--- config.mk ---
export PLATFORM = sky130hd
export DESIGN_NAME = step_dir_pulse_generator_backlash
export DESIGN_NICKNAME = d
export VERILOG_FILES = /design/src/hdl/sdpg_pkg.sv /design/src/hdl/sdpg_next.sv /design/src/hdl/step_dir_pulse_generator_backlash.sv
export VERILOG_INCLUDE_DIRS = /design/src /design/src/hdl
export SDC_FILE = /design/constraint.sdc
export NUM_CORES = 1
export LEC_CHECK = 0
export BUFFER_PORTS_ARGS = -buffer_cell sky130_fd_sc_hd__clkbuf_2
export CORE_UTILIZATION = 25
export DETAILED_ROUTE_END_ITERATION = 8
export GPL_TIMING_DRIVEN = 0
export PLACE_DENSITY = 0.42
export SLEW_MARGIN = 25
export SYNTH_ARGS = -nofsm -noshare
export SYNTH_HDL_FRONTEND = slang
export SYNTH_SLANG_ARGS = --single-unit
--- constraint.sdc ---
create_clock -name clk_i -period 5.65 [get_ports clk_i]
set_input_delay 1.13 -clock clk_i [delete_from_list [all_inputs] [get_ports clk_i]]
set_output_delay 1.13 -clock clk_i [all_outputs]
set_load 0.02 [all_outputs]
--- src/hdl/step_dir_pulse_generator_backlash_defines.svh ---
// assertion macros used by the step/dir generator top level
`ifndef STEP_DIR_PULSE_GENERATOR_BACKLASH_DEFINES_SVH
`define STEP_DIR_PULSE_GENERATOR_BACKLASH_DEFINES_SVH

// same-cycle implication, disabled while in reset
`define SDPG_ASSERT_NOW(label, clk, rst_n, ante, cons, msg) \
  label: assert property (@(posedge clk) disable iff (!rst_n) (ante) |-> (cons)) \
    else $error(msg);

// next-cycle implication, disabled while in reset
`define SDPG_ASSERT_NEXT(label, clk, rst_n, ante, cons, msg) \
  label: assert property (@(posedge clk) disable iff (!rst_n) (ante) |=> (cons)) \
    else $error(msg);

`endif

--- src/hdl/sdpg_pkg.sv ---
// shared types and constants of the step/dir pulse generator
package sdpg_pkg;

  localparam int POSITION_BITS = 32;
  localparam int BACKLASH_BITS = 16;
  localparam int CFG_IDX_W     = 3;
  localparam int CFG_DATA_W    = 16;

  localparam logic [BACKLASH_BITS-1:0] BL_MAX = '1;

  localparam logic [2:0] MODE_TRACK    = 3'd0;
  localparam logic [2:0] MODE_SLEW_REQ = 3'd1;
  localparam logic [2:0] MODE_FAST_FWD = 3'd3;
  localparam logic [2:0] MODE_FAST_REV = 3'd4;

  localparam logic [1:0] DIR_NONE = 2'd0;
  localparam logic [1:0] DIR_FWD  = 2'd1;
  localparam logic [1:0] DIR_REV  = 2'd2;

  localparam logic [CFG_IDX_W-1:0] CFG_BACKLASH   = 3'd0;
  localparam logic [CFG_IDX_W-1:0] CFG_HOME_SHIFT = 3'd1;
  localparam logic [CFG_IDX_W-1:0] CFG_FAST_STEP  = 3'd2;
  localparam logic [CFG_IDX_W-1:0] CFG_SQUARE     = 3'd3;
  localparam logic [CFG_IDX_W-1:0] CFG_FWD_LEVEL  = 3'd4;

  typedef struct packed {
    logic [15:0] backlash_amount;
    logic [3:0]  home_shift;
    logic [8:0]  fast_step_size;
    logic        square_wave;
    logic        forward_dir_level;
  } cfg_t;

  typedef struct packed {
    logic [POSITION_BITS-1:0] motor;
    logic [POSITION_BITS-1:0] target;
    logic [BACKLASH_BITS-1:0] bl_cnt;
    logic                     taking;
    logic [1:0]               dir_state;
    logic                     dir_level;
    logic                     phase;
    logic                     step;
  } state_t;

endpackage

--- src/hdl/sdpg_next.sv ---
// next-state logic for one timer tick
module sdpg_next (
  input  sdpg_pkg::state_t st_i,
  input  sdpg_pkg::cfg_t   cfg_i,
  input  logic [2:0]       mode_i,
  input  logic signed [1:0] rate_sign_i,
  input  logic             sync_enable_i,
  output sdpg_pkg::state_t st_o,
  output logic             pause_o
);
  import sdpg_pkg::*;

  localparam int PW = POSITION_BITS;
  localparam int BW = BACKLASH_BITS;

  logic [PW-1:0] rate_ext;
  logic [PW-1:0] step_sz;
  logic [PW-1:0] tgt_adv;
  logic [PW-1:0] tgt_fast;
  logic [BW-1:0] amount;
  logic [15:0]   home_sum;
  logic [15:0]   home_mask;
  logic          home_hit;
  logic          go_rev;
  logic          go_fwd;

  assign rate_ext  = {{(PW-2){rate_sign_i[1]}}, rate_sign_i};
  assign step_sz   = PW'(cfg_i.fast_step_size);
  assign amount    = (32'(cfg_i.backlash_amount) > 32'(BL_MAX)) ? BL_MAX
                                                                : BW'(cfg_i.backlash_amount);
  assign home_sum  = st_i.motor[15:0] + 16'(st_i.bl_cnt);
  assign home_mask = (16'd1 << cfg_i.home_shift) - 16'd1;
  assign home_hit  = (home_sum & home_mask) == 16'd0;

  // target advance is held off while backlash is being taken up
  assign tgt_adv = (sync_enable_i && !st_i.taking) ? st_i.target + rate_ext : st_i.target;
  assign go_rev  = ($signed(st_i.motor) > $signed(tgt_adv)) ||
                   (st_i.taking && st_i.dir_state == DIR_REV);
  assign go_fwd  = ($signed(tgt_adv) > $signed(st_i.motor)) ||
                   (st_i.taking && st_i.dir_state == DIR_FWD);

  always_comb begin
    st_o     = st_i;
    pause_o  = 1'b0;
    tgt_fast = st_i.target;
    if (!cfg_i.square_wave) begin
      st_o.step = 1'b0;
    end
    case (mode_i)
      MODE_TRACK, MODE_SLEW_REQ: begin
        if (mode_i == MODE_SLEW_REQ && home_hit && st_i.dir_state != DIR_NONE) begin
          pause_o = 1'b1;
        end else if (cfg_i.square_wave && !st_i.phase) begin
          st_o.step  = 1'b0;
          st_o.phase = 1'b1;
        end else if (go_rev) begin
          if (st_i.dir_state != DIR_REV) begin
            // reversal tick is lost, target stays put
            st_o.dir_state = DIR_REV;
            st_o.dir_level = ~cfg_i.forward_dir_level;
          end else begin
            if (st_i.bl_cnt != '0) begin
              st_o.bl_cnt = st_i.bl_cnt - BW'(1);
              st_o.taking = st_i.bl_cnt != BW'(1);
            end else begin
              st_o.motor  = st_i.motor - PW'(1);
              st_o.taking = 1'b0;
            end
            st_o.step   = 1'b1;
            st_o.target = tgt_adv;
            st_o.phase  = ~st_i.phase;
          end
        end else if (go_fwd) begin
          if (st_i.dir_state != DIR_FWD) begin
            st_o.dir_state = DIR_FWD;
            st_o.dir_level = cfg_i.forward_dir_level;
          end else begin
            if (st_i.bl_cnt < amount) begin
              st_o.bl_cnt = st_i.bl_cnt + BW'(1);
              st_o.taking = (st_i.bl_cnt + BW'(1)) < amount;
            end else begin
              st_o.motor  = st_i.motor + PW'(1);
              st_o.taking = 1'b0;
            end
            st_o.step   = 1'b1;
            st_o.target = tgt_adv;
            st_o.phase  = ~st_i.phase;
          end
        end else begin
          if (!st_i.taking) begin
            st_o.dir_state = DIR_NONE;
          end
          st_o.target = tgt_adv;
          st_o.phase  = ~st_i.phase;
        end
      end
      MODE_FAST_FWD, MODE_FAST_REV: begin
        if (st_i.phase || !cfg_i.square_wave) begin
          if (mode_i == MODE_FAST_FWD) begin
            tgt_fast = sync_enable_i ? st_i.target + step_sz : st_i.target;
            if ($signed(tgt_fast) > $signed(st_i.motor)) begin
              st_o.motor = st_i.motor + step_sz;
              st_o.step  = 1'b1;
            end
          end else begin
            tgt_fast = sync_enable_i ? st_i.target - step_sz : st_i.target;
            if ($signed(st_i.motor) > $signed(tgt_fast)) begin
              st_o.motor = st_i.motor - step_sz;
              st_o.step  = 1'b1;
            end
          end
          st_o.target = tgt_fast;
        end else begin
          st_o.step = 1'b0;
        end
        st_o.phase = ~st_i.phase;
      end
      default: begin
        // halted and unused modes leave the state alone, except that the step line is cleared when square wave is off
      end
    endcase
  end

endmodule

--- src/hdl/step_dir_pulse_generator_backlash.sv ---
// step/dir pulse generator with backlash take-up, top level
//
// Usage: each item on the input channel (in_valid_i / in_stall_o) is one
// step-timer tick carrying mode, rate sign and sync flag. Each tick yields
// exactly one result item on the output channel (out_valid_o / out_stall_i)
// with the step line level, direction pin level, pause flag, backlash flag
// and the motor and target positions after that tick.
// An accepted tick's result is registered and shows in the cycle after acceptance.
// Throughput is one tick per clock while the output is not stalled; the whole
// update is a single pass of add/compare logic between the state registers and
// the result register. When the receiver stalls, the result register holds
// and the block stalls its input only while that held result is still waiting.
// Configuration registers are written through cfg_valid_i / cfg_ready_o
// with cfg_index_i and cfg_data_i; ready is always high. The user must make
// writes only while no tick is in flight; the block does not enforce this.
// Reset clears positions, backlash and phase, sets the direction to forward
// with the pin at the forward level, and sets config registers to defaults
// (fast step size one, everything else zero). No result is pending after reset.
module step_dir_pulse_generator_backlash (
  input  logic                           clk_i,
  input  logic                           rst_ni,
  input  logic                           in_valid_i,
  output logic                           in_stall_o,
  input  logic [2:0]                     mode_i,
  input  logic signed [1:0]              rate_sign_i,
  input  logic                           sync_enable_i,
  output logic                           out_valid_o,
  input  logic                           out_stall_i,
  output logic                           step_out_o,
  output logic                           dir_out_o,
  output logic                           pause_reached_o,
  output logic                           backlash_active_o,
  output logic signed [31:0]             motor_position_o,
  output logic signed [31:0]             target_position_o,
  input  logic                           cfg_valid_i,
  output logic                           cfg_ready_o,
  input  logic [sdpg_pkg::CFG_IDX_W-1:0]  cfg_index_i,
  input  logic [sdpg_pkg::CFG_DATA_W-1:0] cfg_data_i
);
  import sdpg_pkg::*;

  `include "step_dir_pulse_generator_backlash_defines.svh"

  cfg_t   cfg_q;
  state_t st_q;
  state_t st_d;
  logic   pause_d;
  logic   in_accept;
  logic   cfg_we;
  logic   out_valid_q;
  logic   out_valid_d;
  logic [63:0] motor_wide;
  logic [63:0] target_wide;

  logic        res_step_q;
  logic        res_dir_q;
  logic        res_pause_q;
  logic        res_taking_q;
  logic [31:0] res_motor_q;
  logic [31:0] res_target_q;

  assign cfg_ready_o = 1'b1;
  assign cfg_we      = cfg_valid_i && cfg_ready_o;
  assign in_stall_o  = out_valid_q && out_stall_i;
  assign in_accept   = in_valid_i && !in_stall_o;

  sdpg_next u_next (
    .st_i          (st_q),
    .cfg_i         (cfg_q),
    .mode_i        (mode_i),
    .rate_sign_i   (rate_sign_i),
    .sync_enable_i (sync_enable_i),
    .st_o          (st_d),
    .pause_o       (pause_d)
  );

  always_ff @(posedge clk_i or negedge rst_ni) begin
    if (!rst_ni) begin
      cfg_q.backlash_amount   <= '0;
      cfg_q.home_shift        <= '0;
      cfg_q.fast_step_size    <= 9'd1;
      cfg_q.square_wave       <= 1'b0;
      cfg_q.forward_dir_level <= 1'b0;
    end else if (cfg_we) begin
      case (cfg_index_i)
        CFG_BACKLASH:   cfg_q.backlash_amount   <= cfg_data_i[15:0];
        CFG_HOME_SHIFT: cfg_q.home_shift        <= cfg_data_i[3:0];
        CFG_FAST_STEP:  cfg_q.fast_step_size    <= cfg_data_i[8:0];
        CFG_SQUARE:     cfg_q.square_wave       <= cfg_data_i[0];
        CFG_FWD_LEVEL:  cfg_q.forward_dir_level <= cfg_data_i[0];
        default: begin
        end
      endcase
    end
  end

  always_ff @(posedge clk_i or negedge rst_ni) begin
    if (!rst_ni) begin
      st_q.motor     <= '0;
      st_q.target    <= '0;
      st_q.bl_cnt    <= '0;
      st_q.taking    <= 1'b0;
      st_q.dir_state <= DIR_FWD;
      st_q.dir_level <= 1'b0;
      st_q.phase     <= 1'b0;
      st_q.step      <= 1'b0;
    end else if (cfg_we && cfg_index_i == CFG_FWD_LEVEL) begin
      // new forward level forces forward direction on the pin
      st_q.dir_state <= DIR_FWD;
      st_q.dir_level <= cfg_data_i[0];
    end else if (in_accept) begin
      st_q <= st_d;
    end
  end

  always_comb begin
    out_valid_d = out_valid_q;
    if (in_accept) begin
      out_valid_d = 1'b1;
    end else if (!out_stall_i) begin
      out_valid_d = 1'b0;
    end
  end

  always_ff @(posedge clk_i or negedge rst_ni) begin
    if (!rst_ni) begin
      out_valid_q <= 1'b0;
    end else begin
      out_valid_q <= out_valid_d;
    end
  end

  assign motor_wide  = 64'(st_d.motor);
  assign target_wide = 64'(st_d.target);

  always_ff @(posedge clk_i) begin
    if (in_accept) begin
      res_step_q   <= st_d.step;
      res_dir_q    <= st_d.dir_level;
      res_pause_q  <= pause_d;
      res_taking_q <= st_d.taking;
      res_motor_q  <= motor_wide[31:0];
      res_target_q <= target_wide[31:0];
    end
  end

  assign out_valid_o       = out_valid_q;
  assign step_out_o        = res_step_q;
  assign dir_out_o         = res_dir_q;
  assign pause_reached_o   = res_pause_q;
  assign backlash_active_o = res_taking_q;
  assign motor_position_o  = $signed(res_motor_q);
  assign target_position_o = $signed(res_target_q);

  `SDPG_ASSERT_NOW(a_stall_needs_result, clk_i, rst_ni, in_stall_o, out_valid_q, "input stalled with no result held")
  `SDPG_ASSERT_NEXT(a_accept_gives_result, clk_i, rst_ni, in_accept, out_valid_q, "accepted item left no result")
  `SDPG_ASSERT_NOW(a_backlash_has_dir, clk_i, rst_ni, st_q.taking, st_q.dir_state != DIR_NONE, "backlash take-up without direction")
  `SDPG_ASSERT_NEXT(a_pause_holds_motor, clk_i, rst_ni, in_accept && pause_d, st_q.motor == $past(st_q.motor), "motor moved on a pause item")

endmodule

==> metrics, run 1 <==
htree depth 4; largest net degree at the start of global routing between 70 and 80; Initial Util 0.254; CTS Buf Count 17; CTS tree done; Skew-Pair Late Insertion Delay 0.53 ns; Worst Setup End Kind flip-flop; worst reg-to-reg setup slack -0.62 ns; Crit-path slowest cell o31a_4; vias in the first global route ~23k; drt first pass iters 9; clock buffer depth 2; worst path required time slightly below 6 ns; Startpoint Class input pin; Final WS setup -0.725 ns; drt wl/cell 29.9 µm; clk_skew approximately 0.021 ns; Detailed Route Iter0 Violations between 2k and 2.5k; post-route cell area roughly 28,000 µm²; Yosys top cell area share 0.142; Mapped Cells roughly 2.6k; fin crit period ~6.4 ns; status finished with violations; Setup CP Type input pin to flip-flop; flops & latches, synth between 150 and 200; Hold Worst Slack approximately 0.54 ns; Area Growth Syn to Fin 36.7%; Placed Cells ~3.8k; crit-path max FO 8; Crit path max-delay family compound AO/OA/AOI/OAI gates; max frequency roughly 0.16 GHz; period utilization 1.13; Main synth FF type dfrtp_1; Clock Root Buffer clkbuf_16; GRT Util Overall 0.282; I/O pin count around 100; first-pass GRT wire length ~170,000 µm; sequential fraction of the synthesis area 0.244; total grt overflow 0; initial antenna violation count 0; port bufs 99; top post-synthesis cells by area dfrtp_1 (14%), ha_1 (13%), edfxtp_1 (10%); Post-route DRC 8; # setup viols final roughly 150; syn_area_per_cell between 7 and 8 µm²; # rows roughly 100; gpl congestion between 0.9 and 1; Die Span X between 200 and 300 µm; leading area contributor after synthesis dfrtp_1; post-route ant nets 0; Core ar. ~81,000 µm²; Worst Tran Pin Value approximately 1.2 ns; Vias/cell 5.89; final wirelength approximately 120,000 µm; Max-cap violations 0; unrepaired setup endpoints after global routing true; total leakage power around 11 nW; clk sinks 186; Mapped Area about 21,000 µm²; max-slew violations 0; Worst Hold Class flip-flop to flip-flop; DP HPWL roughly 90,000 µm; Post-synth ARST share 0.634; failing checks design-rule violations, negative setup slack; Worst Path Buf+Inv 5; EDFF count, synth a little under 70; Finished Core Util 0.347; Worst Path Arrival between 6 and 7 ns; Die ar. ~83,000 µm²; total number of vias about 23k; maximum vdd drop approximately 0.00035 V; Power Dens Cells approximately 650 nW/µm²; final net count between 3k and 4k; CTS clk-pin slew, worst paths ~0.09 ns; Yosys cell types 110; share of cells above drive strength 1 0.291; pre-CTS setup slack -3.53 ns; # diodes 0; Slew Limit Headroom 0.185; die height between 200 and 300 µm; placed standard-cell area ~23,000 µm²; Ys Warns 0; syn_nets ~2.8k; non-filler cells, final just under 4k; slowest stage delay, CP around 0.44 ns; Final Hold Vio Count 0
==> power by group <==
group          total, mW  internal (mW)  leakage (nW)  switching, mW
logic               14.4           5.86          8.99           8.50
clock network       1.40          0.623         0.305          0.778
registers           2.55           1.85          2.13          0.709
==> layer usage <==
layer | routed length [µm] | vias up | GRT usage | share of wire
li1 | - | 10300 | - | -
met1 | 51500 | 11700 | 0.372 | 0.43
met2 | 52400 | 1098 | 0.445 | 0.44
met3 | 8860 | 272 | 0.0555 | 0.075
met4 | 5690 | 0 | 0.123 | 0.048
met5 | 0 | - | 0 | 0
==> worst reg2reg max path, stage by stage, from the launching register on <==
cell      delay (ns)
dfrtp_2         0.46
buf_12          0.14
ha_4            0.16
fa_2            0.36
a21oi_2         0.19
o21ai_2         0.09
a21o_1          0.20
a211o_1         0.33
a221oi_4        0.30
buf_6           0.16
nor3_1          0.06
nor2_1          0.16
xnor2_2         0.18
mux2i_2         0.17
ha_1            0.35
nand4_1         0.26
nor3_2          0.24
a22oi_2         0.09
and3b_2         0.31
o31a_4          0.45
buf_12          0.15
buf_6           0.11
a21oi_4         0.17
buf_8           0.17
nand2_4         0.06
a21o_4          0.23
a21o_1          0.17
a221o_1         0.32
==> sequential cells by signal, summed over array words and instances, names as in the netlist <==
name               count
st_q                  86
motor_position_o      32
target_position_o     32
cfg_q                 31
backlash_active_o      1
dir_out_o              1
out_valid_o            1
pause_reached_o        1
step_out_o             1
==> cells in the mapped netlist (50+ instances only) <==
cell type / number
nand4_1: 50
dfrtp_1: 116
a21o_1: 62
clkbuf_1: 115
o21ai_0: 182
nor2_1: 217
nand2_1: 248
nor3_1: 68
inv_1: 97
nand3_1: 90
edfxtp_1: 68
ha_1: 214
xnor2_1: 110
a21oi_1: 227
==> timing repair <==
action	CTS	global route
gates resized for setup	447	202
setup buffers	139	45
gates cloned	4	0
hold buffers	0	0
pin swaps	175	120
endpoints found under the setup margin	153	153
==> kinds of logic (layout without fill, tap and decap cells) <==
| kind of cell | after synthesis | in the layout | synth area share |
|---|---|---|---|
| adder cells (fa/ha/maj) | 220 | 220 | 0.136 |
| other | 1 | 1 | 0.000183 |
| AO/OA/AOI/OAI | 845 | 845 | 0.271 |
| AND/OR/NAND/NOR | 892 | 892 | 0.215 |
| flip-flops | 186 | 186 | 0.244 |
| multiplexers | 39 | 39 | 0.0202 |
| buffers and inverters | 255 | 566 | 0.0491 |
| XOR/XNOR | 151 | 151 | 0.0645 |
==> area by class of cell <==
cell class,instances,area (µm²)
flip-flops and latches,186,5010
clock inverters,14,195
clock buffers,18,439
plain buffers,146,733
well taps,1060,1330
inverters,102,393
fillers,8340,52800
repair buffers,286,2470
multi-input cells,2148,17500
==> cell usage in the layout, fill, tap and decap left out, types with 91 or more instances in the layout <==
master	n
a21oi_1	165
buf_4	108
clkbuf_2	121
dfrtp_1	109
ha_1	196
inv_1	91
nand2_1	222
nor2_1	180
o21ai_0	118
xnor2_1	92
==> final timing paths <==
check | endpoint | depth (start not counted) | startpoint
min in group asynchronous | st_q[81] | 1 | rst_ni
setup / recovery | target_position_o[21] | 26 | rate_sign_i[1]
max in group asynchronous | cfg_q[2] | 2 | rst_ni
setup reg to reg | target_position_o[21] | 27 | st_q[22]
hold / removal | cfg_q[0] | 2 | cfg_q[0]
hold reg to reg | cfg_q[0] | 2 | cfg_q[0]
==> per-stage QoR <==
| stage | TNS (ns) | power (mW) |
|---|---|---|
| floorplan | -14.09 | 8.68 |
| global placement | -448.31 | 12.3 |
| detailed placement | -449.40 | 12.4 |
| CTS | -53.66 | 17.1 |
| global route | -104.06 | 19.1 |
| finish | -77.56 | 18.3 |
No activity file was read; power rests on OpenSTA's default activity.
==> run 2: changes to the inputs <==
--- a/config.mk
+++ b/config.mk
@@ -7,10 +7,12 @@
 export NUM_CORES = 1
 export LEC_CHECK = 0
 export BUFFER_PORTS_ARGS = -buffer_cell sky130_fd_sc_hd__clkbuf_2
+export CELL_PAD_IN_SITES_DETAIL_PLACEMENT = 1
+export CELL_PAD_IN_SITES_GLOBAL_PLACEMENT = 2
 export CORE_UTILIZATION = 25
 export DETAILED_ROUTE_END_ITERATION = 8
 export GPL_TIMING_DRIVEN = 0
-export PLACE_DENSITY = 0.42
+export PLACE_DENSITY = 0.61
 export SLEW_MARGIN = 25
 export SYNTH_ARGS = -nofsm -noshare
 export SYNTH_HDL_FRONTEND = slang
==> metrics, run 2 (synthesis results as in run 1) <==
post-route ant nets 0; area of the multi-input gates roughly 18,000 µm²; unrepaired setup endpoints after global routing true; clk_skew between 0.02 and 0.03 ns; Crit path max-delay family compound AO/OA/AOI/OAI gates; final wirelength 127,000 µm; Top Usage Layer GRT met2; max-slew violations 0; worst path required time ~5.9 ns; CTS clk-pin slew, worst paths roughly 0.09 ns; Reg with most FFs st_q; die height 288 µm; slowest stage delay, CP ~0.4 ns; first-pass GRT wire length approximately 180,000 µm; placed standard-cell area 22,900 µm²; Skew-Pair Late Insertion Delay roughly 0.55 ns; Die ar. between 80,000 and 90,000 µm²; clk sinks 186; Die Span X 288 µm; htree depth 4; share of cells above drive strength 1 0.300; Startpoint Class input pin; maximum vdd drop 0.000386 V; Crit-path slowest cell o41ai_4; Worst Tran Pin Value approximately 1.2 ns; max frequency between 0.15 and 0.2 GHz; non-filler cells, final around 4.0k; final setup TNS -94.08 ns; DP HPWL approximately 95,000 µm; drt first pass iters 9; Slew Limit Headroom 0.203; Reg area around 5000 µm²; # setup viols final roughly 150; Final Hold Vio Count 0; met1 Use GR 0.404; # rows about 100; gpl congestion between 0.9 and 1; Final Power ~19 mW; Post-route DRC 14; fin crit period roughly 6.5 ns; total number of vias about 24k; Finished Core Util 0.352; Max-cap violations 0; Detailed Route Iter0 Violations about 2.1k; hold_buf cts 0; most common cell after layout, fill and taps aside nand2_1; failing checks design-rule violations, negative setup slack; Area Growth Syn to Fin 38.7%; GRT Util Overall 0.302; Worst Setup End Kind flip-flop; Hold Worst Slack roughly 0.53 ns; drt wl/cell between 30 and 40 µm; largest net degree at the start of global routing 61; pre-CTS setup slack -3.86 ns; CTS Buf Count 17; total grt overflow 0; Worst Path Arrival 6.74 ns; Initial Util 0.254; Placed Cells approximately 3.8k; GR Util met2 0.479; Worst Path Buf+Inv 8; Worst Hold Class flip-flop to flip-flop; initial antenna violation count 1; Vias/cell between 5 and 6; crit-path max FO 5; total leakage power 11.7 nW; I/O pin count 101; most frequent cells in the layout nand2_1 (221), ha_1 (197), nor2_1 (181); CTS tree done; period utilization 1.15; Power Dens Cells just under 700 nW/µm²; port bufs between 90 and 100; Core ar. ~81,000 µm²; Fillers 9,302; Clock Root Buffer clkbuf_16; met3 Usage GRT 0.0486; vias in the first global route between 20k and 25k; clock buffer depth 2; Final WS setup -0.831 ns; max reg flops 86; status finished with violations; final net count roughly 3.2k; post-route cell area about 28,000 µm²; Setup CP Type input pin to flip-flop
==> run 2: cell types whose count changed in the layout (fill, tap and decap cells not counted), sizes merged <==
cell and delta:
clkinv -3, diode +1, clkinvlp -1, buf +28, inv +5, clkbuf -3
==> run 2: layout make-up <==
type	count	area share
Multi-Input combinational cell	2148	0.620
Tap cell	1060	0.0466
Sequential cell	186	0.176
Inverter	102	0.0138
Antenna cell	1	0.0000879
Clock inverter	15	0.00519
Clock buffer	17	0.0150
Buffer	145	0.0259
Timing Repair Buffer	313	0.0971
==> run 2: tightest hold or removal path: stages, from the launching register on <==
cell and delay (ns):
dfrtp_1 0.38, nand2_1 0.06, nand2_1 0.06
==> run 2: power breakdown <==
group          switching [mW]  total, mW  leakage [nW]  internal, mW
clock network           0.755       1.34         0.285         0.588
logic                    9.01       15.3          9.25          6.27
registers               0.763       2.61          2.14          1.84
==> run 2: layer usage <==
layer | up-vias | wire length (µm)
met1 | 12000 | 55900
met5 | - | 0
li1 | 10300 | -
met4 | 0 | 5710
met3 | 257 | 8290
met2 | 930 | 57400
==> run 2: worst paths after layout <==
kind / startpoint / to / slack, ns / cells past startpoint
max: rate_sign_i[0] / motor_position_o[29] / -0.83 / 29
min: cfg_q[0] / cfg_q[0] / 0.53 / 2
max reg2reg: st_q[22] / motor_position_o[29] / -0.69 / 28
min reg2reg: cfg_q[0] / cfg_q[0] / 0.53 / 2
max in group asynchronous: rst_ni / st_q[51] / 4.22 / 2
min in group asynchronous: rst_ni / cfg_q[20] / 0.59 / 1
==> run 2: what timing repair did <==
item / in CTS / in global routing
setup endpoints to repair: 153 / 153
setup buffers: 162 / 63
gates cloned: 4 / 1
gates resized for setup: 497 / 214
pin swaps: 199 / 141
